File: src/sv/bpsd_pkg.sv
// Package for the bit pattern score detector.
// Sizes, class codes, register map and control structs; no dependencies.
package bpsd_pkg;

    localparam int HISTORY_BITS = 64;
    localparam int LEN_W        = 7;
    localparam int SCORE_W      = 16;
    localparam int CNT_W        = $clog2(HISTORY_BITS + 1);
    localparam int GRP_SIZE     = 8;
    localparam int GRP_NUM      = (HISTORY_BITS + GRP_SIZE - 1) / GRP_SIZE;
    localparam int GRP_W        = $clog2(GRP_SIZE + 1);
    localparam int PROD_W       = 14;
    localparam int THR_W        = 20;
    localparam int ADDR_W       = 6;
    localparam int DATA_W       = 64;
    localparam int PAT_W        = 64;

    localparam logic [LEN_W-1:0] LEN_MAX  = LEN_W'(64);
    localparam logic [CNT_W-1:0] SEEN_MAX = CNT_W'(HISTORY_BITS);

    localparam logic [2:0] REG_PAT_A = 3'd0;
    localparam logic [2:0] REG_LEN_A = 3'd1;
    localparam logic [2:0] REG_PAT_B = 3'd2;
    localparam logic [2:0] REG_LEN_B = 3'd3;
    localparam logic [2:0] REG_MAX   = 3'd4;

    typedef enum logic [1:0] {
        CLS_FEW,
        CLS_HIGH,
        CLS_LOW,
        CLS_MID
    } t_cls;

    typedef struct packed {
        logic pat_a;
        logic pat_b;
        logic msk_a;
        logic msk_b;
    } t_cell_cfg;

    typedef struct packed {
        logic load_grp;
        logic load_sum;
    } t_pop_ctl;

    typedef struct packed {
        logic load;
        logic step;
    } t_score_ctl;

endpackage

File: src/sv/bpsd_if.sv
// Handshake channels of the bit pattern score detector.
// Input bit channel and result channel; no dependencies.
interface bpsd_in_if;
    logic valid;
    logic ready;
    logic bit_in;

    modport source (output valid, output bit_in, input ready);
    modport sink (input valid, input bit_in, output ready);
endinterface

interface bpsd_out_if;
    logic        valid;
    logic        ready;
    logic        fire_a;
    logic        fire_b;
    logic        active_a;
    logic        active_b;
    logic [15:0] score_a;
    logic [15:0] score_b;

    modport source (output valid, output fire_a, output fire_b, output active_a,
                    output active_b, output score_a, output score_b, input ready);
    modport sink (input valid, input fire_a, input fire_b, input active_a,
                  input active_b, input score_a, input score_b, output ready);
endinterface

File: src/sv/bpsd_cell.sv
// One history cell: holds one received bit and its match against both templates.
// Depends on bpsd_pkg.
module bpsd_cell import bpsd_pkg::*; (
    input  logic      i_clk,
    input  logic      i_rst_n,
    input  logic      i_shift,
    input  logic      i_prev,
    input  t_cell_cfg i_cfg,
    output logic      o_bit,
    output logic      o_match_a,
    output logic      o_match_b
);

    logic r_bit;
    logic r_match_a;
    logic r_match_b;

    always_ff @(posedge i_clk) begin
        if (!i_rst_n) begin
            r_bit <= 1'b0;
        end else if (i_shift) begin
            r_bit <= i_prev;
        end
    end

    always_ff @(posedge i_clk) begin
        if (i_shift) begin
            r_match_a <= i_cfg.msk_a & ~(i_prev ^ i_cfg.pat_a);
            r_match_b <= i_cfg.msk_b & ~(i_prev ^ i_cfg.pat_b);
        end
    end

    assign o_bit     = r_bit;
    assign o_match_a = r_match_a;
    assign o_match_b = r_match_b;

endmodule

File: src/sv/bpsd_popcnt.sv
// Two-stage registered match counter: group counts, then total.
// Depends on bpsd_pkg.
module bpsd_popcnt import bpsd_pkg::*; (
    input  logic                    i_clk,
    input  t_pop_ctl                i_ctl,
    input  logic [HISTORY_BITS-1:0] i_match,
    input  logic                    i_few,
    output logic [CNT_W-1:0]        o_count,
    output logic                    o_few
);

    logic [GRP_NUM*GRP_SIZE-1:0] w_pad;
    logic [GRP_W-1:0]            n_grp [GRP_NUM];
    logic [GRP_W-1:0]            r_grp [GRP_NUM];
    logic                        r_few_grp;
    logic [CNT_W-1:0]            n_sum;
    logic [CNT_W-1:0]            r_sum;
    logic                        r_few_sum;

    assign w_pad = (GRP_NUM*GRP_SIZE)'(i_match);

    always_comb begin
        for (int g = 0; g < GRP_NUM; g++) begin
            n_grp[g] = '0;
            for (int b = 0; b < GRP_SIZE; b++) begin
                n_grp[g] = n_grp[g] + GRP_W'(w_pad[g*GRP_SIZE + b]);
            end
        end
    end

    always_ff @(posedge i_clk) begin
        if (i_ctl.load_grp) begin
            r_grp     <= n_grp;
            r_few_grp <= i_few;
        end
    end

    always_comb begin
        n_sum = '0;
        for (int g = 0; g < GRP_NUM; g++) begin
            n_sum = n_sum + CNT_W'(r_grp[g]);
        end
    end

    always_ff @(posedge i_clk) begin
        if (i_ctl.load_sum) begin
            r_sum     <= n_sum;
            r_few_sum <= r_few_grp;
        end
    end

    assign o_count = r_sum;
    assign o_few   = r_few_sum;

endmodule

File: src/sv/bpsd_score.sv
// Score channel: classifies the match count, then updates score and latch.
// Depends on bpsd_pkg.
module bpsd_score import bpsd_pkg::*; (
    input  logic               i_clk,
    input  logic               i_rst_n,
    input  t_score_ctl         i_ctl,
    input  logic [CNT_W-1:0]   i_count,
    input  logic               i_few,
    input  logic [LEN_W-1:0]   i_len,
    input  logic [SCORE_W-1:0] i_max,
    input  logic [THR_W-1:0]   i_fire_thr,
    input  logic [THR_W-1:0]   i_rearm_thr,
    output logic [SCORE_W-1:0] o_score,
    output logic               o_active,
    output logic               o_fire
);

    logic [PROD_W-1:0]  w_cnt100;
    logic [PROD_W-1:0]  w_len61;
    logic [PROD_W-1:0]  w_cnt5;
    t_cls               n_cls;
    t_cls               r_cls;
    logic [SCORE_W-1:0] r_score;
    logic               r_lat;
    logic               r_fire;
    logic [SCORE_W-1:0] w_dec2;
    logic [SCORE_W-1:0] w_dec10;
    logic [SCORE_W:0]   w_raw;
    logic [SCORE_W-1:0] w_clamp;
    logic [THR_W-1:0]   w_s10;
    logic [SCORE_W-1:0] n_score;
    logic               n_lat;
    logic               n_fire;

    assign w_cnt100 = PROD_W'(i_count) * PROD_W'(100);
    assign w_len61  = PROD_W'(i_len) * PROD_W'(61);
    assign w_cnt5   = PROD_W'(i_count) * PROD_W'(5);

    always_comb begin
        priority if (i_few) begin
            n_cls = CLS_FEW;
        end else if (w_cnt100 > w_len61) begin
            n_cls = CLS_HIGH;
        end else if (w_cnt5 < PROD_W'(i_len)) begin
            n_cls = CLS_LOW;
        end else begin
            n_cls = CLS_MID;
        end
    end

    always_ff @(posedge i_clk) begin
        if (i_ctl.load) begin
            r_cls <= n_cls;
        end
    end

    assign w_dec2  = (r_score >= SCORE_W'(2)) ? r_score - SCORE_W'(2) : '0;
    assign w_dec10 = (r_score >= SCORE_W'(10)) ? r_score - SCORE_W'(10) : '0;

    always_comb begin
        unique case (r_cls)
            CLS_HIGH: w_raw = {1'b0, r_score} + (SCORE_W+1)'(15);
            CLS_LOW:  w_raw = {1'b0, w_dec10};
            default:  w_raw = {1'b0, w_dec2};
        endcase
    end

    assign w_clamp = (w_raw > {1'b0, i_max}) ? i_max : w_raw[SCORE_W-1:0];
    assign w_s10   = THR_W'(w_clamp) * THR_W'(10);

    always_comb begin
        n_score = w_clamp;
        n_lat   = r_lat;
        n_fire  = 1'b0;
        if (r_cls == CLS_FEW) begin
            n_score = w_dec2;
        end else begin
            if (w_s10 >= i_fire_thr && !r_lat) begin
                n_lat  = 1'b1;
                n_fire = 1'b1;
            end
            if (w_s10 < i_rearm_thr) begin
                n_lat = 1'b0;
            end
        end
    end

    always_ff @(posedge i_clk) begin
        if (!i_rst_n) begin
            r_score <= '0;
            r_lat   <= 1'b0;
            r_fire  <= 1'b0;
        end else if (i_ctl.step) begin
            r_score <= n_score;
            r_lat   <= n_lat;
            r_fire  <= n_fire;
        end
    end

    assign o_score  = r_score;
    assign o_active = r_lat;
    assign o_fire   = r_fire;

endmodule

File: src/sv/bit_pattern_score_detector.sv
// Bit pattern score detector, top level: APB registers, cell row, pipeline control.
// Depends on bpsd_pkg, bpsd_if, bpsd_cell, bpsd_popcnt, bpsd_score.
//
// Usage: received bits enter on i_in (valid/ready, field bit_in), one per item.
// Every accepted bit yields one result item on o_out: fire and active flags and
// the score of both templates after that bit.
// Templates, their lengths and max_score are written over the APB port at
// 8-byte spacing (pattern A, length A, pattern B, length B, max score); write
// them only while no item is in flight.
// A bit passes through the cell row, group count, total, classify and score
// update stages before its result is valid; the score update is the only loop.
// Throughput: one bit per cycle while the receiver keeps o_out.ready high.
// The five stages stall independently, so bits keep entering while a result
// waits, until the pipeline is full; then i_in.ready drops.
// Reset (synchronous, active low) clears history, scores, latches and the
// pipeline, and loads the default templates.
module bit_pattern_score_detector import bpsd_pkg::*; (
    input  logic              i_clk,
    input  logic              i_rst_n,
    bpsd_in_if.sink           i_in,
    bpsd_out_if.source        o_out,
    input  logic              psel,
    input  logic              penable,
    input  logic              pwrite,
    input  logic [ADDR_W-1:0] paddr,
    input  logic [DATA_W-1:0] pwdata,
    output logic [DATA_W-1:0] prdata,
    output logic              pready
);

    logic [PAT_W-1:0]   r_pat_a;
    logic [PAT_W-1:0]   r_pat_b;
    logic [LEN_W-1:0]   r_len_a;
    logic [LEN_W-1:0]   r_len_b;
    logic [SCORE_W-1:0] r_max;
    logic [THR_W-1:0]   r_fire_thr;
    logic [THR_W-1:0]   r_rearm_thr;
    logic [2:0]         w_reg;
    logic               w_wr;

    logic [LEN_W-1:0]   w_len_a;
    logic [LEN_W-1:0]   w_len_b;
    logic [CNT_W-1:0]   r_seen;
    logic [CNT_W-1:0]   n_seen;
    logic               r_few1_a;
    logic               r_few1_b;

    logic [HISTORY_BITS-1:0] w_hist;
    logic [HISTORY_BITS-1:0] w_match_a;
    logic [HISTORY_BITS-1:0] w_match_b;

    logic r_v1, r_v2, r_v3, r_v4, r_v5;
    logic w_rdy1, w_rdy2, w_rdy3, w_rdy4, w_rdy5;
    logic w_acc, w_t12, w_t23, w_t34, w_t45;

    t_pop_ctl   w_pop_ctl;
    t_score_ctl w_score_ctl;

    logic [CNT_W-1:0] w_cnt_a;
    logic [CNT_W-1:0] w_cnt_b;
    logic             w_few_a;
    logic             w_few_b;

    // APB registers
    assign pready = 1'b1;
    assign w_reg  = paddr[5:3];
    assign w_wr   = psel & penable & pwrite;

    always_ff @(posedge i_clk) begin
        if (!i_rst_n) begin
            r_pat_a <= PAT_W'(170);
            r_len_a <= LEN_W'(8);
            r_pat_b <= PAT_W'(124);
            r_len_b <= LEN_W'(10);
            r_max   <= SCORE_W'(100);
        end else if (w_wr) begin
            unique case (w_reg)
                REG_PAT_A: r_pat_a <= pwdata[PAT_W-1:0];
                REG_LEN_A: r_len_a <= pwdata[LEN_W-1:0];
                REG_PAT_B: r_pat_b <= pwdata[PAT_W-1:0];
                REG_LEN_B: r_len_b <= pwdata[LEN_W-1:0];
                REG_MAX:   r_max   <= pwdata[SCORE_W-1:0];
                default: ;
            endcase
        end
    end

    always_comb begin
        unique case (w_reg)
            REG_PAT_A: prdata = DATA_W'(r_pat_a);
            REG_LEN_A: prdata = DATA_W'(r_len_a);
            REG_PAT_B: prdata = DATA_W'(r_pat_b);
            REG_LEN_B: prdata = DATA_W'(r_len_b);
            REG_MAX:   prdata = DATA_W'(r_max);
            default:   prdata = '0;
        endcase
    end

    always_ff @(posedge i_clk) begin
        r_fire_thr  <= THR_W'(r_max) * THR_W'(9);
        r_rearm_thr <= THR_W'(r_max) * THR_W'(3);
    end

    // pipeline handshake
    assign w_rdy5 = ~r_v5 | o_out.ready;
    assign w_rdy4 = ~r_v4 | w_rdy5;
    assign w_rdy3 = ~r_v3 | w_rdy4;
    assign w_rdy2 = ~r_v2 | w_rdy3;
    assign w_rdy1 = ~r_v1 | w_rdy2;

    assign i_in.ready = w_rdy1;
    assign w_acc = i_in.valid & w_rdy1;
    assign w_t12 = r_v1 & w_rdy2;
    assign w_t23 = r_v2 & w_rdy3;
    assign w_t34 = r_v3 & w_rdy4;
    assign w_t45 = r_v4 & w_rdy5;

    always_ff @(posedge i_clk) begin
        if (!i_rst_n) begin
            r_v1 <= 1'b0;
            r_v2 <= 1'b0;
            r_v3 <= 1'b0;
            r_v4 <= 1'b0;
            r_v5 <= 1'b0;
        end else begin
            r_v1 <= w_acc | (r_v1 & ~w_t12);
            r_v2 <= w_t12 | (r_v2 & ~w_t23);
            r_v3 <= w_t23 | (r_v3 & ~w_t34);
            r_v4 <= w_t34 | (r_v4 & ~w_t45);
            r_v5 <= w_t45 | (r_v5 & ~o_out.ready);
        end
    end

    // lengths above 64 saturate
    assign w_len_a = (r_len_a > LEN_MAX) ? LEN_MAX : r_len_a;
    assign w_len_b = (r_len_b > LEN_MAX) ? LEN_MAX : r_len_b;
    assign n_seen  = (r_seen < SEEN_MAX) ? r_seen + CNT_W'(1) : r_seen;

    always_ff @(posedge i_clk) begin
        if (!i_rst_n) begin
            r_seen <= '0;
        end else if (w_acc) begin
            r_seen <= n_seen;
        end
    end

    always_ff @(posedge i_clk) begin
        if (w_acc) begin
            r_few1_a <= w_len_a > LEN_W'(n_seen);
            r_few1_b <= w_len_b > LEN_W'(n_seen);
        end
    end

    // cell row, newest bit in cell 0
    for (genvar i = 0; i < HISTORY_BITS; i++) begin : g_cell
        localparam logic [LEN_W-1:0] IDX = LEN_W'(i);
        t_cell_cfg w_cfg;
        logic      w_prev;

        assign w_cfg.pat_a = r_pat_a[i];
        assign w_cfg.pat_b = r_pat_b[i];
        assign w_cfg.msk_a = IDX < w_len_a;
        assign w_cfg.msk_b = IDX < w_len_b;

        if (i == 0) begin : g_head
            assign w_prev = i_in.bit_in;
        end else begin : g_body
            assign w_prev = w_hist[i-1];
        end

        bpsd_cell u_cell (
            .i_clk     (i_clk),
            .i_rst_n   (i_rst_n),
            .i_shift   (w_acc),
            .i_prev    (w_prev),
            .i_cfg     (w_cfg),
            .o_bit     (w_hist[i]),
            .o_match_a (w_match_a[i]),
            .o_match_b (w_match_b[i])
        );
    end

    assign w_pop_ctl.load_grp = w_t12;
    assign w_pop_ctl.load_sum = w_t23;

    bpsd_popcnt u_pop_a (
        .i_clk   (i_clk),
        .i_ctl   (w_pop_ctl),
        .i_match (w_match_a),
        .i_few   (r_few1_a),
        .o_count (w_cnt_a),
        .o_few   (w_few_a)
    );

    bpsd_popcnt u_pop_b (
        .i_clk   (i_clk),
        .i_ctl   (w_pop_ctl),
        .i_match (w_match_b),
        .i_few   (r_few1_b),
        .o_count (w_cnt_b),
        .o_few   (w_few_b)
    );

    assign w_score_ctl.load = w_t34;
    assign w_score_ctl.step = w_t45;

    bpsd_score u_score_a (
        .i_clk       (i_clk),
        .i_rst_n     (i_rst_n),
        .i_ctl       (w_score_ctl),
        .i_count     (w_cnt_a),
        .i_few       (w_few_a),
        .i_len       (w_len_a),
        .i_max       (r_max),
        .i_fire_thr  (r_fire_thr),
        .i_rearm_thr (r_rearm_thr),
        .o_score     (o_out.score_a),
        .o_active    (o_out.active_a),
        .o_fire      (o_out.fire_a)
    );

    bpsd_score u_score_b (
        .i_clk       (i_clk),
        .i_rst_n     (i_rst_n),
        .i_ctl       (w_score_ctl),
        .i_count     (w_cnt_b),
        .i_few       (w_few_b),
        .i_len       (w_len_b),
        .i_max       (r_max),
        .i_fire_thr  (r_fire_thr),
        .i_rearm_thr (r_rearm_thr),
        .o_score     (o_out.score_b),
        .o_active    (o_out.active_b),
        .o_fire      (o_out.fire_b)
    );

    assign o_out.valid = r_v5;

endmodule

File: src/flat_wrapper.sv
// flat-port wrapper written by rule: the top's interface ports become plain ports
module bit_pattern_score_detector_flat import bpsd_pkg::*;
  (i_clk, i_rst_n, psel, penable, pwrite, paddr, pwdata, prdata, pready, i_in_valid, i_in_bit_in, i_in_ready, o_out_valid, o_out_fire_a, o_out_fire_b, o_out_active_a, o_out_active_b, o_out_score_a, o_out_score_b, o_out_ready);
  bpsd_in_if i_in_i ();
  bpsd_out_if o_out_i ();
  input  logic i_clk;
  input  logic i_rst_n;
  input  logic psel;
  input  logic penable;
  input  logic pwrite;
  input  logic [ADDR_W-1:0] paddr;
  input  logic [DATA_W-1:0] pwdata;
  output logic [DATA_W-1:0] prdata;
  output logic pready;
  input wire logic [$bits(i_in_i.valid)-1:0] i_in_valid;
  input wire logic [$bits(i_in_i.bit_in)-1:0] i_in_bit_in;
  output wire logic [$bits(i_in_i.ready)-1:0] i_in_ready;
  output wire logic [$bits(o_out_i.valid)-1:0] o_out_valid;
  output wire logic [$bits(o_out_i.fire_a)-1:0] o_out_fire_a;
  output wire logic [$bits(o_out_i.fire_b)-1:0] o_out_fire_b;
  output wire logic [$bits(o_out_i.active_a)-1:0] o_out_active_a;
  output wire logic [$bits(o_out_i.active_b)-1:0] o_out_active_b;
  output wire logic [$bits(o_out_i.score_a)-1:0] o_out_score_a;
  output wire logic [$bits(o_out_i.score_b)-1:0] o_out_score_b;
  input wire logic [$bits(o_out_i.ready)-1:0] o_out_ready;
  assign i_in_i.valid = i_in_valid;
  assign i_in_i.bit_in = i_in_bit_in;
  assign i_in_ready = i_in_i.ready;
  assign o_out_valid = o_out_i.valid;
  assign o_out_fire_a = o_out_i.fire_a;
  assign o_out_fire_b = o_out_i.fire_b;
  assign o_out_active_a = o_out_i.active_a;
  assign o_out_active_b = o_out_i.active_b;
  assign o_out_score_a = o_out_i.score_a;
  assign o_out_score_b = o_out_i.score_b;
  assign o_out_i.ready = o_out_ready;
  bit_pattern_score_detector u_core (.i_clk(i_clk), .i_rst_n(i_rst_n), .i_in(i_in_i), .o_out(o_out_i), .psel(psel), .penable(penable), .pwrite(pwrite), .paddr(paddr), .pwdata(pwdata), .prdata(prdata), .pready(pready));
endmodule
File: config.mk
export PLATFORM = sky130hd
export DESIGN_NAME = bit_pattern_score_detector_flat
export DESIGN_NICKNAME = d
export VERILOG_FILES = /design/src/sv/bpsd_pkg.sv /design/src/sv/bpsd_if.sv /design/src/sv/bpsd_cell.sv /design/src/sv/bpsd_popcnt.sv /design/src/sv/bpsd_score.sv /design/src/sv/bit_pattern_score_detector.sv /design/src/flat_wrapper.sv
export SDC_FILE = /design/constraint.sdc
export NUM_CORES = 2
export LEC_CHECK = 0
export BUFFER_PORTS_ARGS = -buffer_cell sky130_fd_sc_hd__buf_2
export CAP_MARGIN = 20
export CORE_ASPECT_RATIO = 0.5
export CORE_MARGIN = 10
export CORE_UTILIZATION = 50
export CTS_BUF_LIST = sky130_fd_sc_hd__clkbuf_4
export CTS_CLUSTER_SIZE = 28
export DETAILED_ROUTE_END_ITERATION = 7
export GPL_TIMING_DRIVEN = 0
export PLACE_DENSITY = 0.78
export SLEW_MARGIN = 15
export SYNTH_ARGS = -nofsm -noshare
export SYNTH_HDL_FRONTEND = slang
export SYNTH_SLANG_ARGS = --single-unit
export TNS_END_PERCENT = 20
File: constraint.sdc
create_clock -name i_clk -period 7.3 [get_ports i_clk]
set_input_delay 1.46 -clock i_clk [delete_from_list [all_inputs] [get_ports i_clk]]
set_output_delay 1.46 -clock i_clk [all_outputs]
set_load 0.1 [all_outputs]
==> results.py <==
metrics = {
    "cells_and_area": {
        "final_nets": 5192,
        "layout_common_cells": "nand2_1 (565), ha_1 (447), inv_1 (417)",
        "fin_cells": 5633,
        "synthToLayoutAreaGrowth_pct": 15.7,
        "fillers": 6415,
        "seq_area_um2": 12700,
        "multi_input_area_um2": 23700,
        "final_common_cell": "nand2_1",
        "drive_gt1_share_pct": 16.3,
    },
    "route": {
        "topRoutingLayerUsed": "met5",
        "viasPerCell": 5.79,
        "wl_met3_mm": 11.1,
        "drt_first_iter_violations": 3155,
        "dr.pass1.iters": 6,
        "wl_per_cell_um": 21.4,
        "vias": 32600,
        "drc": 0,
        "wl_mm": 120,
        "met1_length_mm": 47.2,
        "ant_nets": 0,
        "met2_length_mm": 55.6,
    },
    "logic_synthesis": {
        "ys_warn_count": 0,
        "synth_edf_count": 216,
        "synthSimpleGateAreaFrac_pct": 13.0,
        "seq_area_frac_synth_pct": 33.5,
        "synth_compound_area_share_pct": 15.9,
        "synth_ff_type": "dfxtp_1",
        "synth.top_cell.area_share_pct": 17.2,
        "muxShareOfSynthArea_pct": 1.80,
        "synth_top_family_by_area": "adder cells",
        "synth-async-reset-ratio_pct": 0,
        "synth.distinct_cells": 96,
        "syn-num-nets": 4807,
        "synth_area_leaders": "edfxtp_1 (17%), dfxtp_1 (16%), ha_1 (16%)",
        "synth_area_per_cell_um2": 9.17,
        "yosys.area.top_type": "edfxtp_1",
        "syn_inst": 4111,
        "ys_seq_elements": 522,
        "syn_area_um2": 37700,
        "yosys.area_share.xor_xnor_pct": 6.13,
        "synth-adder-area-share_pct": 23.5,
    },
    "power_and_ir_drop": {
        "power_mw": 11.8,
        "p_leak_nw": 19.9,
        "power.density_nw_per_um2": 271,
        "vdd_drop_max_uv": 244,
    },
    "timing": {
        "finalHoldViolCount": 0,
        "clock_skew_ps": 77.7,
        "setup_violations": 3,
        "slew_headroom_pct": 21.5,
        "post-route-period-util_pct": 101,
        "maxSlewViolCount": 0,
        "min_period_ps": 7340,
        "setup_ws_ps": -37.9,
        "max_freq_mhz": 136,
        "rsz0062_at_grt": "true",
        "hold_ws_ps": 415,
        "worst_slew_pin_slew_ps": 1170,
    },
    "status": {
        "status": "complete, but fails checks",
        "violations": "negative setup slack",
    },
    "placed_design": {
        "port_buffers": 176,
        "dp_cells": 5318,
        "post-place-ws_ps": -1610,
        "routabilityCongestion": 0.961,
        "dpl.hpwl_mm": 91.5,
    },
    "grt": {
        "grt_overflow_total": 0,
        "grtUsageTotal_pct": 26.2,
        "grt_first_pass_wirelength_mm": 182,
        "antenna_found_initial": 7,
        "grt_start_max_net_pins": 53,
        "first_global_vias": 32400,
    },
    "worst_setup_path": {
        "worstPathRequired_ps": 8190,
        "cp_max_fo": 7,
        "endpoint_kind": "flip-flop",
        "cp.arrival_ps": 8220,
        "slowest_stage": "mux2_1",
        "cp.buffers_inverters": 5,
        "path_class": "flip-flop to flip-flop",
        "critical_path.top_delay_family": "compound AO/OA/AOI/OAI gates",
        "critPathLaunchType": "flip-flop",
        "cp_slowest_stage_delay_ps": 410,
    },
    "cts": {
        "cts_tree": "built",
        "clk-insertion-delay-late_ps": 1020,
        "htreeDepth": 3,
        "cts-hold-fix-buffers": 0,
        "cts-root-buf": "clkbuf_4",
        "clkSlewWorstSetupHoldPaths_ps": 80,
        "cts_sinks": 522,
        "numCtsBuffers": 121,
        "cts.path.max_buffers": 3,
    },
    "floorplan": {
        "core_um2": 74900,
        "die_w_um": 408,
        "row_count": 71,
        "dieHeight_um": 214,
        "initial_core_util_pct": 50.3,
        "dieArea_um2": 87400,
        "pin_count": 181,
    },
    "job": {
        "cap_violations": 0,
    },
    "worst_hold_path": {
        "hp-class": "flip-flop to flip-flop",
    },
}
==> kinds of logic (layout without fill, tap and decap cells) <==
logic type,Yosys count,after routing
xor gates and xnor gates,264,264
AOI/OAI and AO/OA,941,941
buffers and inverters,616,1109
muxes,62,62
other,1,8
and+or+nand+nor,1087,1087
adders and majority gates,618,618
DFF,522,522
==> sequential cells by signal, summed over array words and instances (netlist names), 7 cells and up <==
name	cells
u_core.r_len_b	7
u_core.u_pop_a.o_count	7
u_core.u_pop_b.o_count	7
u_core.r_pat_b	64
u_core.g_cell.u_cell.o_bit	63
u_core.g_cell.u_cell.o_match_b	64
u_core.r_pat_a	64
u_core.r_seen	7
u_core.u_score_a.o_score	16
u_core.r_max	16
u_core.r_fire_thr	20
u_core.u_pop_a.r_grp	32
u_core.r_len_a	7
u_core.u_score_b.o_score	16
u_core.g_cell.u_cell.o_match_a	64
u_core.u_pop_b.r_grp	32
u_core.r_rearm_thr	17
==> synth_stat cells, types with 12 or more instances <==
cell      number
nand4_1       29
o21ai_0      108
a211oi_1      64
xnor2_1       97
a221o_1       20
a31oi_1       15
o31ai_1       16
nor4_1        15
o21a_1        40
o211ai_1      18
nor2_1       195
clkbuf_1     139
nand3_1       63
a22o_1        52
mux2i_1       37
nand2b_1      23
fa_1         148
nand2_1      571
ha_1         470
dfxtp_1      306
buf_1         20
nor2b_1       60
xor2_1       167
and3_1        14
a21o_1        43
edfxtp_1     216
or3_1         22
o21bai_1      16
mux2_2        18
buf_2         14
a21oi_1      422
o21ai_1       12
inv_1        430
nor3_1        46
==> metal layers <==
metal,GRT usage (%),vias to the layer above
met4,13.8,2
met2,42.8,1584
li1,-,15100
met3,5.84,367
met1,32.2,15600
met5,0,-
==> what timing repair did <==
item | 4_1_cts | 5_1_grt
setup endpoints to repair | 4 | 6
gates resized for setup | 148 | 129
buffers inserted | 44 | 45
cloned | 0 | 1
pin swaps | 45 | 88
==> worst reg2reg max path, delay by kind of cell (launching register included) <==
family                     cells  cell delay [ps]
AOI/OAI and AO/OA             13             2660
xor gates and xnor gates       1              130
adders and majority gates      4             1250
buffers and inverters          5              660
DFF                            1              340
muxes                          1              410
and+or+nand+nor                9             1770
==> where the power goes <==
part,switching [mW],leakage [nW],internal [mW]
combinational,3.23,14.3,2.64
clock,1.31,1.00,1.27
sequential,0.116,4.61,3.25
total,4.66,19.9,7.16
==> final timing paths <==
path                               start                        to  slack, ps  cells after the start
max          u_core.u_score_a.o_score[9]   u_core.u_score_a.o_fire        -40                     33
min                      u_core.r_few1_b  u_core.u_pop_b.r_few_grp        410                      0
min reg2reg              u_core.r_few1_b  u_core.u_pop_b.r_few_grp        410                      0
max reg2reg  u_core.u_score_a.o_score[9]   u_core.u_score_a.o_fire        -40                     33
==> per-stage QoR <==
step	setup TNS, ps	instance area [um2]	utilization [%]
2_1_floorplan	-20.6	37700	-
3_3_place_gp	-286330	39900	53.3
3_5_place_dp	-5100	40100	53.5
4_1_cts	-7.05	42700	57.0
5_1_grt	-937	43600	58.2
6_report	-40.6	43600	58.2
==> area by class of cell <==
| class | instances | share of cell area [%] |
|---|---|---|
| multi-input cells | 2973 | 54.4 |
| flip-flops and latches | 522 | 29.0 |
| repair buffers | 275 | 4.13 |
| inverters | 435 | 3.76 |
| clock buffers | 191 | 3.29 |
| well taps | 1022 | 2.93 |
| plain buffers | 168 | 1.82 |
| clock inverters | 40 | 0.571 |
| diodes | 7 | 0.0402 |
Power figures use the tool's default switching activity.
